### src/hdl/rle_pkg.sv
// Shared types, constants and the interpolation function of the rate/level envelope.
package rle_pkg;

  localparam int MAX_SEG    = 8;
  localparam int SEG_W      = $clog2(MAX_SEG);
  localparam int CNT_W      = SEG_W + 1;
  localparam int LEVEL_W    = 16;
  localparam int PHASE_FRAC = 24;
  localparam int PHASE_W    = PHASE_FRAC + 1;
  localparam int PROD_W     = (LEVEL_W + 1) + (PHASE_W + 1);
  localparam int QUOT_W     = PROD_W - PHASE_FRAC;

  localparam logic [PHASE_W-1:0] PHASE_ONE = PHASE_W'(1) << PHASE_FRAC;

  typedef enum logic [1:0] {
    OP_TICK    = 2'd0,
    OP_KEY_ON  = 2'd1,
    OP_KEY_OFF = 2'd2,
    OP_WRITE   = 2'd3
  } op_t;

  typedef enum logic [2:0] {
    MODE_IDLE = 3'd0,
    MODE_RUN  = 3'd1,
    MODE_SUS  = 3'd2,
    MODE_REL  = 3'd3,
    MODE_DONE = 3'd4
  } mode_t;

  typedef enum logic [1:0] {
    CFG_SEG_COUNT = 2'd0,
    CFG_SUSTAIN   = 2'd1,
    CFG_AMP       = 2'd2,
    CFG_IGN_REL   = 2'd3
  } cfg_idx_t;

  // Decoded configuration handed to the step logic
  typedef struct packed {
    logic [SEG_W-1:0] last;
    logic             sus_on;
    logic [SEG_W-1:0] sus_idx;
    logic             amp;
    logic             ign_rel;
  } cfg_t;

  typedef struct packed {
    op_t                      op;
    logic [SEG_W-1:0]         idx;
    logic signed [LEVEL_W-1:0] level;
    logic [PHASE_W-1:0]       inc;
  } in_item_t;

  typedef struct packed {
    logic signed [LEVEL_W-1:0] value;
    mode_t                     mode;
    logic [SEG_W-1:0]          segment;
    logic                      voice_done;
  } out_item_t;

  typedef struct packed {
    logic                      en;
    logic [SEG_W-1:0]          addr;
    logic signed [LEVEL_W-1:0] level;
    logic [PHASE_W-1:0]        inc;
  } seg_wr_t;

  typedef struct packed {
    logic             en;
    logic [SEG_W-1:0] addr;
  } seg_rd_t;

  // Last segment in use: zero count acts as one, large counts clamp to the table
  function automatic logic [SEG_W-1:0] last_seg(input logic [CNT_W-1:0] cnt);
    logic [SEG_W-1:0] res;
    if (cnt == '0) begin
      res = '0;
    end else if (cnt > CNT_W'(MAX_SEG)) begin
      res = SEG_W'(MAX_SEG - 1);
    end else begin
      res = SEG_W'(cnt - CNT_W'(1));
    end
    return res;
  endfunction

  // start + floor((diff * phase + half) / one), rounding half upwards
  function automatic logic signed [LEVEL_W-1:0] interp(
    input logic signed [LEVEL_W-1:0] s,
    input logic signed [LEVEL_W-1:0] t,
    input logic [PHASE_W-1:0]        ph
  );
    logic signed [LEVEL_W:0]   diff;
    logic signed [PROD_W-1:0]  prod;
    logic signed [PROD_W-1:0]  rnd;
    logic signed [QUOT_W-1:0]  q;
    logic signed [QUOT_W-1:0]  sum;
    diff = LEVEL_W'(1) == 0 ? '0 : ($signed({t[LEVEL_W-1], t}) - $signed({s[LEVEL_W-1], s}));
    prod = diff * $signed({1'b0, ph});
    rnd  = prod + (PROD_W'(1) <<< (PHASE_FRAC - 1));
    q    = rnd[PROD_W-1:PHASE_FRAC];
    sum  = QUOT_W'(s) + q;
    return sum[LEVEL_W-1:0];
  endfunction

endpackage

### src/hdl/rle_seg_mem.sv
// Segment table RAM: level and increment per segment, one step read port and one done-level port.
module rle_seg_mem import rle_pkg::*; (
  input  logic                      clk,
  input  seg_wr_t                   wr,
  input  seg_rd_t                   rd,
  input  logic [SEG_W-1:0]          last_addr,
  output logic signed [LEVEL_W-1:0] rd_level,
  output logic [PHASE_W-1:0]        rd_inc,
  output logic signed [LEVEL_W-1:0] last_level
);

  logic signed [LEVEL_W-1:0] lvl_mem [MAX_SEG];
  logic [PHASE_W-1:0]        inc_mem [MAX_SEG];

  logic signed [LEVEL_W-1:0] rd_level_r;
  logic [PHASE_W-1:0]        rd_inc_r;
  logic signed [LEVEL_W-1:0] last_level_r;

  // Write an entry
  always_ff @(posedge clk) begin
    if (wr.en) begin
      lvl_mem[wr.addr] <= wr.level;
      inc_mem[wr.addr] <= wr.inc;
    end
  end

  // Fetch the entry of a starting segment; hold it until the next fetch
  always_ff @(posedge clk) begin
    if (rd.en) begin
      rd_level_r <= lvl_mem[rd.addr];
      rd_inc_r   <= inc_mem[rd.addr];
    end
  end

  // Track the level of the last segment, forwarding a write to the same entry
  always_ff @(posedge clk) begin
    if (wr.en && wr.addr == last_addr) begin
      last_level_r <= wr.level;
    end else begin
      last_level_r <= lvl_mem[last_addr];
    end
  end

  assign rd_level   = rd_level_r;
  assign rd_inc     = rd_inc_r;
  assign last_level = last_level_r;

endmodule

### src/hdl/rle_step.sv
// Envelope state registers, segment sequencing and linear interpolation for one transaction.
module rle_step import rle_pkg::*; (
  input  logic                      clk,
  input  logic                      rst_n,
  input  logic                      fire,
  input  in_item_t                  item,
  input  cfg_t                      cfg,
  input  logic signed [LEVEL_W-1:0] rd_level,
  input  logic [PHASE_W-1:0]        rd_inc,
  input  logic signed [LEVEL_W-1:0] last_level,
  output seg_wr_t                   wr,
  output seg_rd_t                   rd,
  output out_item_t                 res
);

  mode_t                     mode_r, mode_nxt;
  logic [SEG_W-1:0]          seg_r, seg_nxt;
  logic signed [LEVEL_W-1:0] start_r, start_nxt;
  logic signed [LEVEL_W-1:0] target_r, target_nxt;
  logic signed [LEVEL_W-1:0] cur_r, cur_nxt;
  logic [PHASE_W-1:0]        phase_r, phase_nxt;
  logic [PHASE_W-1:0]        step_r, step_nxt;
  logic                      pend_r, pend_nxt;

  logic signed [LEVEL_W-1:0] tgt_e;
  logic [PHASE_W-1:0]        step_e;
  logic [PHASE_W-1:0]        ph_e;
  logic [PHASE_W:0]          ph_sum;
  logic                      fin;
  logic [PHASE_W-1:0]        ph_adv;
  logic signed [LEVEL_W-1:0] cur_adv;
  logic [SEG_W-1:0]          seg_inc;
  logic [CNT_W-1:0]          sus_next;
  logic                      done_pulse;

  // State registers
  always_ff @(posedge clk) begin
    if (!rst_n) begin
      mode_r   <= MODE_IDLE;
      seg_r    <= '0;
      start_r  <= '0;
      target_r <= '0;
      cur_r    <= '0;
      phase_r  <= '0;
      step_r   <= '0;
      pend_r   <= 1'b0;
    end else begin
      mode_r   <= mode_nxt;
      seg_r    <= seg_nxt;
      start_r  <= start_nxt;
      target_r <= target_nxt;
      cur_r    <= cur_nxt;
      phase_r  <= phase_nxt;
      step_r   <= step_nxt;
      pend_r   <= pend_nxt;
    end
  end

  // Take target and step from the RAM in the cycle after a segment starts
  assign tgt_e  = pend_r ? rd_level : target_r;
  assign step_e = pend_r ? rd_inc : step_r;
  assign ph_e   = pend_r ? ((rd_inc == '0) ? PHASE_ONE : '0) : phase_r;

  // Advance the phase, saturate at one, interpolate
  assign ph_sum  = {1'b0, ph_e} + {1'b0, step_e};
  assign fin     = ph_sum >= {1'b0, PHASE_ONE};
  assign ph_adv  = fin ? PHASE_ONE : ph_sum[PHASE_W-1:0];
  assign cur_adv = interp(start_r, tgt_e, ph_adv);

  assign seg_inc  = seg_r + SEG_W'(1);
  assign sus_next = {1'b0, cfg.sus_idx} + CNT_W'(1);

  // Next state per transaction
  always_comb begin
    mode_nxt   = mode_r;
    seg_nxt    = seg_r;
    start_nxt  = start_r;
    target_nxt = tgt_e;
    step_nxt   = step_e;
    phase_nxt  = ph_e;
    cur_nxt    = cur_r;
    pend_nxt   = 1'b0;
    done_pulse = 1'b0;
    rd.en      = 1'b0;
    rd.addr    = seg_inc;
    wr.en      = 1'b0;
    wr.addr    = item.idx;
    wr.level   = item.level;
    wr.inc     = item.inc;
    if (fire) begin
      case (item.op)
        OP_WRITE: begin
          wr.en = 1'b1;
        end
        OP_KEY_ON: begin
          cur_nxt   = '0;
          start_nxt = '0;
          seg_nxt   = '0;
          rd.en     = 1'b1;
          rd.addr   = '0;
          pend_nxt  = 1'b1;
          mode_nxt  = MODE_RUN;
        end
        OP_KEY_OFF: begin
          if (mode_r == MODE_RUN || mode_r == MODE_SUS || mode_r == MODE_REL) begin
            mode_nxt = MODE_REL;
            if (!cfg.ign_rel && cfg.sus_on) begin
              if (sus_next > {1'b0, cfg.last}) begin
                mode_nxt = MODE_DONE;
              end else begin
                seg_nxt   = sus_next[SEG_W-1:0];
                start_nxt = cur_r;
                rd.en     = 1'b1;
                rd.addr   = sus_next[SEG_W-1:0];
                pend_nxt  = 1'b1;
              end
            end
          end
        end
        OP_TICK: begin
          case (mode_r)
            MODE_RUN, MODE_REL: begin
              phase_nxt = ph_adv;
              cur_nxt   = cur_adv;
              if (fin) begin
                if (mode_r == MODE_RUN && cfg.sus_on && seg_r == cfg.sus_idx) begin
                  mode_nxt = MODE_SUS;
                end else if (mode_r == MODE_RUN && !(cfg.sus_on && seg_r < cfg.sus_idx)) begin
                  mode_nxt = MODE_REL;
                end else if (seg_r >= cfg.last) begin
                  mode_nxt = MODE_DONE;
                end else begin
                  seg_nxt   = seg_inc;
                  start_nxt = cur_adv;
                  rd.en     = 1'b1;
                  rd.addr   = seg_inc;
                  pend_nxt  = 1'b1;
                end
              end
            end
            MODE_DONE: begin
              if (cfg.amp) begin
                cur_nxt    = '0;
                done_pulse = 1'b1;
              end else begin
                cur_nxt = last_level;
              end
              mode_nxt = MODE_IDLE;
            end
            default: begin
            end
          endcase
        end
        default: begin
        end
      endcase
    end
    res.value      = cur_nxt;
    res.mode       = mode_nxt;
    res.segment    = seg_nxt;
    res.voice_done = done_pulse;
  end

endmodule

### src/hdl/rle_out_stage.sv
// Output register that holds one result while the receiver stalls.
module rle_out_stage import rle_pkg::*; (
  input  logic      clk,
  input  logic      rst_n,
  input  logic      load,
  input  out_item_t item,
  input  logic      out_ready,
  output logic      out_valid,
  output out_item_t out_item,
  output logic      in_ready
);

  logic      valid_r;
  out_item_t item_r;

  // Valid flag: set on load, clear once taken
  always_ff @(posedge clk) begin
    if (!rst_n) begin
      valid_r <= 1'b0;
    end else if (load) begin
      valid_r <= 1'b1;
    end else if (out_ready) begin
      valid_r <= 1'b0;
    end
  end

  // Capture the result
  always_ff @(posedge clk) begin
    if (load) begin
      item_r <= item;
    end
  end

  assign in_ready  = !valid_r || out_ready;
  assign out_valid = valid_r;
  assign out_item  = item_r;

endmodule

### src/hdl/rate_level_envelope.sv
// Top level of the multi-segment rate/level envelope generator.
// Usage:
//   in_*  : one transaction per command; in_tuser carries the op (tick, key on, key off,
//           write segment entry), in_tdata the segment entry fields for a write.
//   out_* : exactly one result transaction per accepted command: value, mode, segment
//           and the voice_done pulse, all as they stand after that command.
//   cfg_* : register writes (segment count, sustain segment, amplitude mode, ignore
//           release), taken at any edge with cfg_we high; the user is to write them only while
//           no command is in flight, which the block itself does not enforce.
// A result is offered in the cycle after its command is accepted; one command per cycle
// while in_tready is high. The segment table sits in a small RAM with a registered read; a
// starting segment fetches its entry in the same cycle and the next takes it from the read register.
// Reset: mode idle, value zero, registers at their defaults; the segment table is not
// cleared and must be written before a segment that uses it is started.
// Stall: the output register holds a result while out_tready is low; a new command is
// still accepted in the cycle the held result is taken.
module rate_level_envelope import rle_pkg::*; (
  input  logic        clk,
  input  logic        rst_n,
  input  logic        in_tvalid,
  output logic        in_tready,
  input  logic [47:0] in_tdata,   // seg_index[2:0], seg_level[18:3], seg_increment[43:19]
  input  logic [1:0]  in_tuser,   // op[1:0]
  output logic        out_tvalid,
  input  logic        out_tready,
  output logic [23:0] out_tdata,  // value[15:0], mode[18:16], segment[21:19], voice_done[22]
  input  logic        cfg_we,
  input  logic [1:0]  cfg_addr,
  input  logic [3:0]  cfg_wdata
);

  logic [CNT_W-1:0] seg_count_r, seg_count_nxt;
  logic [3:0]       sustain_r, sustain_nxt;
  logic             amp_r, amp_nxt;
  logic             ign_rel_r, ign_rel_nxt;

  cfg_t                      cfg;
  logic [SEG_W-1:0]          last_nxt;
  logic                      fire;
  in_item_t                  item;
  out_item_t                 res;
  out_item_t                 out_item;
  seg_wr_t                   wr;
  seg_rd_t                   rd;
  logic signed [LEVEL_W-1:0] rd_level;
  logic [PHASE_W-1:0]        rd_inc;
  logic signed [LEVEL_W-1:0] last_level;

  // Configuration registers
  always_comb begin
    seg_count_nxt = seg_count_r;
    sustain_nxt   = sustain_r;
    amp_nxt       = amp_r;
    ign_rel_nxt   = ign_rel_r;
    if (cfg_we) begin
      case (cfg_idx_t'(cfg_addr))
        CFG_SEG_COUNT: seg_count_nxt = cfg_wdata[CNT_W-1:0];
        CFG_SUSTAIN:   sustain_nxt   = cfg_wdata;
        CFG_AMP:       amp_nxt       = cfg_wdata[0];
        CFG_IGN_REL:   ign_rel_nxt   = cfg_wdata[0];
        default: begin
        end
      endcase
    end
  end

  always_ff @(posedge clk) begin
    if (!rst_n) begin
      seg_count_r <= CNT_W'(1);
      sustain_r   <= 4'hF;
      amp_r       <= 1'b0;
      ign_rel_r   <= 1'b0;
    end else begin
      seg_count_r <= seg_count_nxt;
      sustain_r   <= sustain_nxt;
      amp_r       <= amp_nxt;
      ign_rel_r   <= ign_rel_nxt;
    end
  end

  // Decode the configuration; the RAM tracks the next last segment
  assign last_nxt    = last_seg(seg_count_nxt);
  assign cfg.last    = last_seg(seg_count_r);
  assign cfg.sus_on  = !sustain_r[3];
  assign cfg.sus_idx = sustain_r[SEG_W-1:0];
  assign cfg.amp     = amp_r;
  assign cfg.ign_rel = ign_rel_r;

  // Unpack the command
  assign fire       = in_tvalid && in_tready;
  assign item.op    = op_t'(in_tuser);
  assign item.idx   = in_tdata[2:0];
  assign item.level = $signed(in_tdata[18:3]);
  assign item.inc   = in_tdata[43:19];

  rle_seg_mem u_mem (
    .clk        (clk),
    .wr         (wr),
    .rd         (rd),
    .last_addr  (last_nxt),
    .rd_level   (rd_level),
    .rd_inc     (rd_inc),
    .last_level (last_level)
  );

  rle_step u_step (
    .clk        (clk),
    .rst_n      (rst_n),
    .fire       (fire),
    .item       (item),
    .cfg        (cfg),
    .rd_level   (rd_level),
    .rd_inc     (rd_inc),
    .last_level (last_level),
    .wr         (wr),
    .rd         (rd),
    .res        (res)
  );

  rle_out_stage u_out (
    .clk       (clk),
    .rst_n     (rst_n),
    .load      (fire),
    .item      (res),
    .out_ready (out_tready),
    .out_valid (out_tvalid),
    .out_item  (out_item),
    .in_ready  (in_tready)
  );

  // Pack the result
  assign out_tdata = {1'b0, out_item.voice_done, out_item.segment, out_item.mode,
                      out_item.value};

  // Every accepted transaction yields a result in the next cycle
  a_result_follows: assert property (@(posedge clk) disable iff (!rst_n)
    fire |=> out_tvalid)
    else $error("accepted transaction without a result");

  // An empty output register never blocks the input
  a_ready_when_empty: assert property (@(posedge clk) disable iff (!rst_n)
    !out_tvalid |-> in_tready)
    else $error("input stalled with empty output register");

  // voice_done only with zero value and idle mode
  a_done_pulse: assert property (@(posedge clk) disable iff (!rst_n)
    (out_tvalid && out_tdata[22]) |-> (out_tdata[15:0] == '0 && out_tdata[18:16] == MODE_IDLE))
    else $error("voice_done with non-zero value or active mode");

endmodule
### config.mk
export PLATFORM = sky130hd
export DESIGN_NAME = rate_level_envelope
export DESIGN_NICKNAME = d
export VERILOG_FILES = /design/src/hdl/rle_pkg.sv /design/src/hdl/rle_seg_mem.sv /design/src/hdl/rle_step.sv /design/src/hdl/rle_out_stage.sv /design/src/hdl/rate_level_envelope.sv
export SDC_FILE = /design/constraint.sdc
export NUM_CORES = 2
export LEC_CHECK = 0
export BUFFER_PORTS_ARGS = -buffer_cell sky130_fd_sc_hd__buf_4
export CAP_MARGIN = 40
export CORE_MARGIN = 1.5
export CORE_UTILIZATION = 70
export CTS_BUF_LIST = sky130_fd_sc_hd__clkbuf_4 sky130_fd_sc_hd__clkbuf_8
export DETAILED_ROUTE_END_ITERATION = 6
export GPL_ROUTABILITY_DRIVEN = 1
export HOLD_SLACK_MARGIN = 0.15
export PLACE_DENSITY = 0.88
export SLEW_MARGIN = 20
export SYNTH_ARGS = -nofsm -noshare
export SYNTH_HDL_FRONTEND = slang
export SYNTH_HIERARCHICAL = 1
export SYNTH_SLANG_ARGS = --single-unit
export TNS_END_PERCENT = 1
### constraint.sdc
create_clock -name clk -period 32.6 [get_ports clk]
set_input_delay 1.63 -clock clk [delete_from_list [all_inputs] [get_ports clk]]
set_output_delay 1.63 -clock clk [all_outputs]
set_load 0.005 [all_outputs]
# Word level (Yosys, flattened, before mapping)
# Memories as Yosys holds them, arrays and structs flattened. A register that Yosys moved wholly into a read port is not among the register bits.
# Index checks and enable logic that the tools add are counted.
[totals]
ff_bits = 139
latch_bits = 0
mem_bits_rw = 328
rom_bits = 0
input_bits = 61
word_cells = 153
mem_count = 2
[classes]
n_addsub = 8
multipliers = 1
n_div = 0
order_cmp = 6
eq_ne = 19
n_shift = 0
n_mux = 73
bitwise_logic = 0
reduce_logical = 27
[mem_list]
columns = ["memory", "words", "width", "read_ports", "rd_clocked_by_memory_dff", "write_ports", "line_no", "text"]
rows = [
  ["u_mem.inc_mem", 8, 25, 1, 1, 1, "rle_seg_mem.sv:13", "logic [PHASE_W-1:0] inc_mem [MAX_SEG];"],
  ["u_mem.lvl_mem", 8, 16, 2, 2, 1, "rle_seg_mem.sv:12", "logic signed [LEVEL_W-1:0] lvl_mem [MAX_SEG];"],
]
[op_table]
columns = ["operator", "count"]
rows = [
  ["2-to-1 mux 16 bit", 11],
  ["2-to-1 mux 25 bit", 7],
  ["one-hot mux 16 bit (2 select lines)", 2],
  ["2-to-1 mux 3 bit", 21],
  ["one-hot mux 16 bit (3 select lines)", 1],
  ["2-to-1 mux 4 bit", 11],
  ["adder 40 x 25 -> 40 bit (second input constant)", 1],
  ["multiplier 17 x 26 -> 40 bit", 1],
  ["adder 25 x 25 -> 26 bit", 1],
  ["greater-or-equal comparator 26 x 25 -> 1 bit (second input constant)", 1],
  ["logical NOT 25 bit", 1],
  ["one-hot mux 3 bit (3 select lines)", 2],
  ["subtractor 16 x 16 -> 17 bit", 1],
  ["adder 16 bit", 1],
  ["2-to-1 mux 1 bit", 15],
  ["one-hot mux 4 bit (3 select lines)", 1],
  ["inequality test 2 bit (second input constant)", 5],
  ["AND reduction 10 bit", 1],
  ["AND reduction 2 bit", 5],
  ["== test 2 bit (second input constant)", 4],
  ["greater-than comparator 4 bit (second input constant)", 2],
  ["logical NOT 4 bit", 2],
  ["== test 3 x 2 -> 1 bit (second input constant)", 2],
  ["logical AND 1 bit", 6],
  ["other kinds (19)", 29],
]

# Logic depth before layout (Yosys ltp)
[depth]
depth_word = 15
depth_mapped = 51

# Modules after synthesis
# The synthesis kept the hierarchy.
[modules_own_cells]
columns = ["mod", "n_inst", "cells_each", "area_each_um2", "seq_area_each_um2"]
rows = [
  ["rle_step", 1, 2585, 21358.0, 2102.0],
  ["rle_seg_mem", 1, 588, 14921.8, 11140.7],
  ["rle_out_stage", 1, 27, 739.5, 710.7],
  ["rate_level_envelope", 1, 61, 569.3, 200.2],
]

# Worst setup path before layout
# No wires, ideal clock.
[synth_timing]
kind = "reg-to-reg"
startpoint = "register u_step.pend_r"
endpoint = "register u_out.item_r (netlist bit u_out/out_item[21]), data pin"
arrival_ns = 11.051
required_ns = 32.338
slack_ns = 21.286
path_stages_with_launch = 47
n_path_buf = 4
synth_period_minus_slack_ns = 11.314
cell_sequence = "dfxtp_1 > clkbuf_1 > clkbuf_1 > mux2_2 > ha_1 > inv_1 > fa_1 > nand2b_1 > a21oi_1 > o31a_1 > o211ai_1 > a211o_2 > and2_0 > clkbuf_1 > buf_2 > nor3_2 > nand2_1 > fa_1 > (+11 left out) > a221o_1 > a21oi_1 > o21ai_0 > a21o_1 > a221oi_1 > o21ai_0 > xor2_1 > ha_1 > nor2b_1 > o21ai_0 > a21oi_1 > o211ai_1 > a21oi_1 > o21a_1 > or2_2 > a31oi_1 > mux2_2 > or2_2"
[synth_lines]
columns = ["item", "line_no", "text"]
rows = [
  ["start: declaration", "rle_step.sv:23", "logic pend_r, pend_nxt;"],
  ["start signal: assignment", "rle_step.sv:55", "pend_r <= pend_nxt;"],
  ["end signal: assignment", "rle_out_stage.sv:30", "item_r <= item;"],
  ["end: declaration", "rle_out_stage.sv:14", "out_item_t item_r;"],
]

==> results.cfg <==
[place]
place_congestion = 1.003
numPortBuffers = 81
hpwlAfterDp_mm = 70.37

[global_route]
grtUsageTotal_pct = 37.10
gr-total-overflow = 0
grt_pass1_vias = 27440
antenna_found_initial = 1
grt_max_degree = 77
grt_pass1_wl_mm = 155.5

[finish]
area_growth_pct = 7.123
fin_util_pct = 76.17
num-nets-final = 3894
layout_commonest_cell = inv_1
drive_above_1_share_pct = 13.43
final_cell_mix = inv_1, edfxtp_1, nand2_1, fa_1, nor2_1

[power]
swShare_pct = 45.44
p_switching_mw = 1.305
internal-power_mw = 1.567
comb_power_share_pct = 55.9
vdd_drop_max_v = 0.00007751
p_seq_share_pct = 25.1
power.leakage_nw = 17.21
power_density_mw_per_mm2 = 71.35
p_clk_share_pct = 19.1
report.power.total_mw = 2.873

[clocking]
clockBufferDepth = 3
clock-root-buffer = clkbuf_8
cts_tree = done
clock-sinks = 511
htreeDepth = 3
path_clk_slew_ns = 0.07
cts_resized = 0
clk-insertion-delay-late_ns = 0.66
cts_hold_buf = 0
cts_buffers = 74
cts_setup_buffers = 0

[timing]
fin_setup_tns_ns = 0
min_period_over_period_pct = 42.57
drv_slew = 0
rsz0062_at_grt = no
skew_ns = 0.02648
worst_pin_slew_ns = 0.8719
setup_viol = 0
maxSlewHeadroom_pct = 41.87
fin_crit_ns = 13.88
max_freq_mhz = 72.06
hold_violations = 0

[floorplan]
placementRows = 84
die_y_um = 234.7
die_x_um = 234.7
die_area_sq_mm = 0.05510
core-area_sq_mm = 0.05287
start_util_pct = 71.10
num_io_pins = 87

[run_status]
status = finished clean

[logic_synthesis]
async_flop_share_pct = 0
muxShareOfSynthArea_pct = 11.26
synth_xor_area_share_pct = 1.748
synth_top_area_share_pct = 31.32
ys_warn_count = 6
ys.flop_type = edfxtp_1
synth_edf_count = 392
synth_area_sq_mm = 0.03759
netlist_instances = 3261
seq_area_frac_synth_pct = 37.65
yosysTopAreaCell = edfxtp_1
synthAdderAreaFrac_pct = 25.05
synth-compound-area-share_pct = 5.915
ys_types = 87
synthSimpleGateAreaFrac_pct = 11.32
synth_area_leaders = edfxtp_1, fa_1, ha_1
ys_seq_elements = 511
syn_area_per_cell_sq_um = 11.53
synth_top_family_by_area = adder cells
synth_nets = 3863

[setup_path]
criticalPathCategory = flip-flop to flip-flop
worstPathArrival_ns = 14.27
cpMostUsedCell = fa_1
path_max_fanout = 76
cpPeakStageDelay_ns = 0.78
r2r_start = u_step/pend_r$_SDFF_PN0_
cp.required_ns = 32.99
rr_endpoint = u_out/out_item[21]$_DFFE_PP_
worstSetupStartpointType = flip-flop
r2r_slack_ns = 18.72
critPathSlowestCell = dfxtp_2
worstRegToRegCells = 42
cp-end-kind = flip-flop

[worst_hold_path]
min_path_cells = 2
hold_path.class = flip-flop to flip-flop
min_from = u_step/start_r[12]$_SDFFE_PN0P_
holdPathEnd = u_step/start_r[12]$_SDFFE_PN0P_

[routing]
drtIter0Drc = 2752
wl_mm = 100.7
vias_per_cell = 6.499
post-route-drc-count = 0
wl_per_cell_um = 24.93
num_vias = 26250
dr.pass1.iters = 6
ant_nets = 0

[flow_run]
maxCapViolations = 0
-- stage by stage --
stage / instances / cell area, sq um / setup slack, ns / hold WS (ns)
finish: 4040 / 40270 / 18.72 / 0.5047
global route: 4040 / 40270 / 17.96 / 0.5306
CTS: 4037 / 40250 / 19.02 / 0.5026
detailed placement: 3902 / 38680 / 19.08 / 0.4861
global placement: 3898 / 38610 / 19.15 / 0.4717
floorplan: 3261 / 37590 / 21.29 / 0.4545
-- layout make-up --
class | count | area, sq um
multi-input combinational | 2121 | 20950
sequential | 511 | 14160
fill | 3126 | 12600
inverter | 445 | 1670
clock buffer | 107 | 1297
timing repair buffer | 139 | 1060
tap | 688 | 860.8
clock inverter | 28 | 270.3
antenna | 1 | 2.502
-- per-layer routing --
layer	routed length (um)	vias up	GRT usage [%]
met4	5772	2	19.74
met2	48790	1734	62.24
met3	10150	397	7.061
li1	-	11140	-
met1	35950	12980	46.06
met5	41	-	0.6061
-- critical path, delay by kind of cell, from the launching register on --
family,cells,cell delay [ns]
multiplexers,2,0.82
buffers and inverters,5,1.29
flip-flops,1,0.78
AND/OR/NAND/NOR,9,2.42
XOR/XNOR,1,0.53
adder cells (fa/ha/maj),9,4.21
AO/OA/AOI/OAI,16,3.50
-- synth_stat cells (24+ instances only) --
cell type / number
o21ai_0: 55
xor2_1: 24
buf_4: 46
mux4_1: 80
nand2_1: 354
xnor2_1: 51
nor2b_1: 43
nor2_1: 249
ha_1: 195
edfxtp_1: 392
and3_1: 38
inv_1: 443
and2_1: 93
nand3_1: 32
mux2i_1: 26
dfxtp_1: 119
nor3_1: 30
a21o_1: 46
mux2_2: 98
a21oi_1: 121
clkbuf_1: 92
mux4_2: 34
fa_1: 346
-- state kept, by name, indices dropped and copies added, names as in the netlist, 3 cells and up, named ones only --
| register | cells |
|---|---|
| u_step/cur_r | 16 |
| u_out/out_item | 23 |
| u_step/start_r | 16 |
| u_step/target_r | 16 |
| u_step/step_r | 25 |
| seg_count_r | 4 |
| u_mem/rd_inc | 25 |
| u_mem/inc_mem | 200 |
| u_step/mode_r | 3 |
| sustain_r | 4 |
| u_mem/rd_level | 16 |
| u_step/seg_r | 3 |
| u_mem/lvl_mem | 128 |
| u_step/phase_r | 25 |
-- worst max path at each step --
stage / from / to / slack (ns) / cells after the start
detailed placement: u_step/pend_r$_SDFF_PN0_ / u_out/out_item[21]$_DFFE_PP_ / 19.08 / 42
floorplan: u_step/pend_r$_SDFF_PN0_ / u_out/out_item[21]$_DFFE_PP_ / 21.29 / 46
finish: u_step/pend_r$_SDFF_PN0_ / u_out/out_item[21]$_DFFE_PP_ / 18.72 / 42
CTS: u_step/pend_r$_SDFF_PN0_ / u_out/out_item[21]$_DFFE_PP_ / 19.02 / 42
global route: u_step/pend_r$_SDFF_PN0_ / u_out/out_item[22]$_DFFE_PP_ / 17.96 / 43
global placement: u_step/pend_r$_SDFF_PN0_ / u_out/out_item[21]$_DFFE_PP_ / 19.15 / 45
-- cells by family (layout without fill, tap and decap cells) --
group,count (synthesis),in the layout
AND/OR/NAND/NOR,922,922
XOR/XNOR,75,75
other,1,2
adder cells (fa/ha/maj),546,546
AO/OA/AOI/OAI,339,339
flip-flops,511,511
buffers and inverters,629,719
multiplexers,238,238
-- power by group through the flow --
stage                     sequential [mW]  combinational, mW  clock [mW]
final                               0.721               1.60       0.548
after CTS                           0.720               1.57       0.552
after detailed placement            0.734               1.55           0
after floorplan                     0.731               1.07           0
after global routing                0.721               1.75       0.576
after global placement              0.734               1.48           0
(Power assumes the default switching activity.)
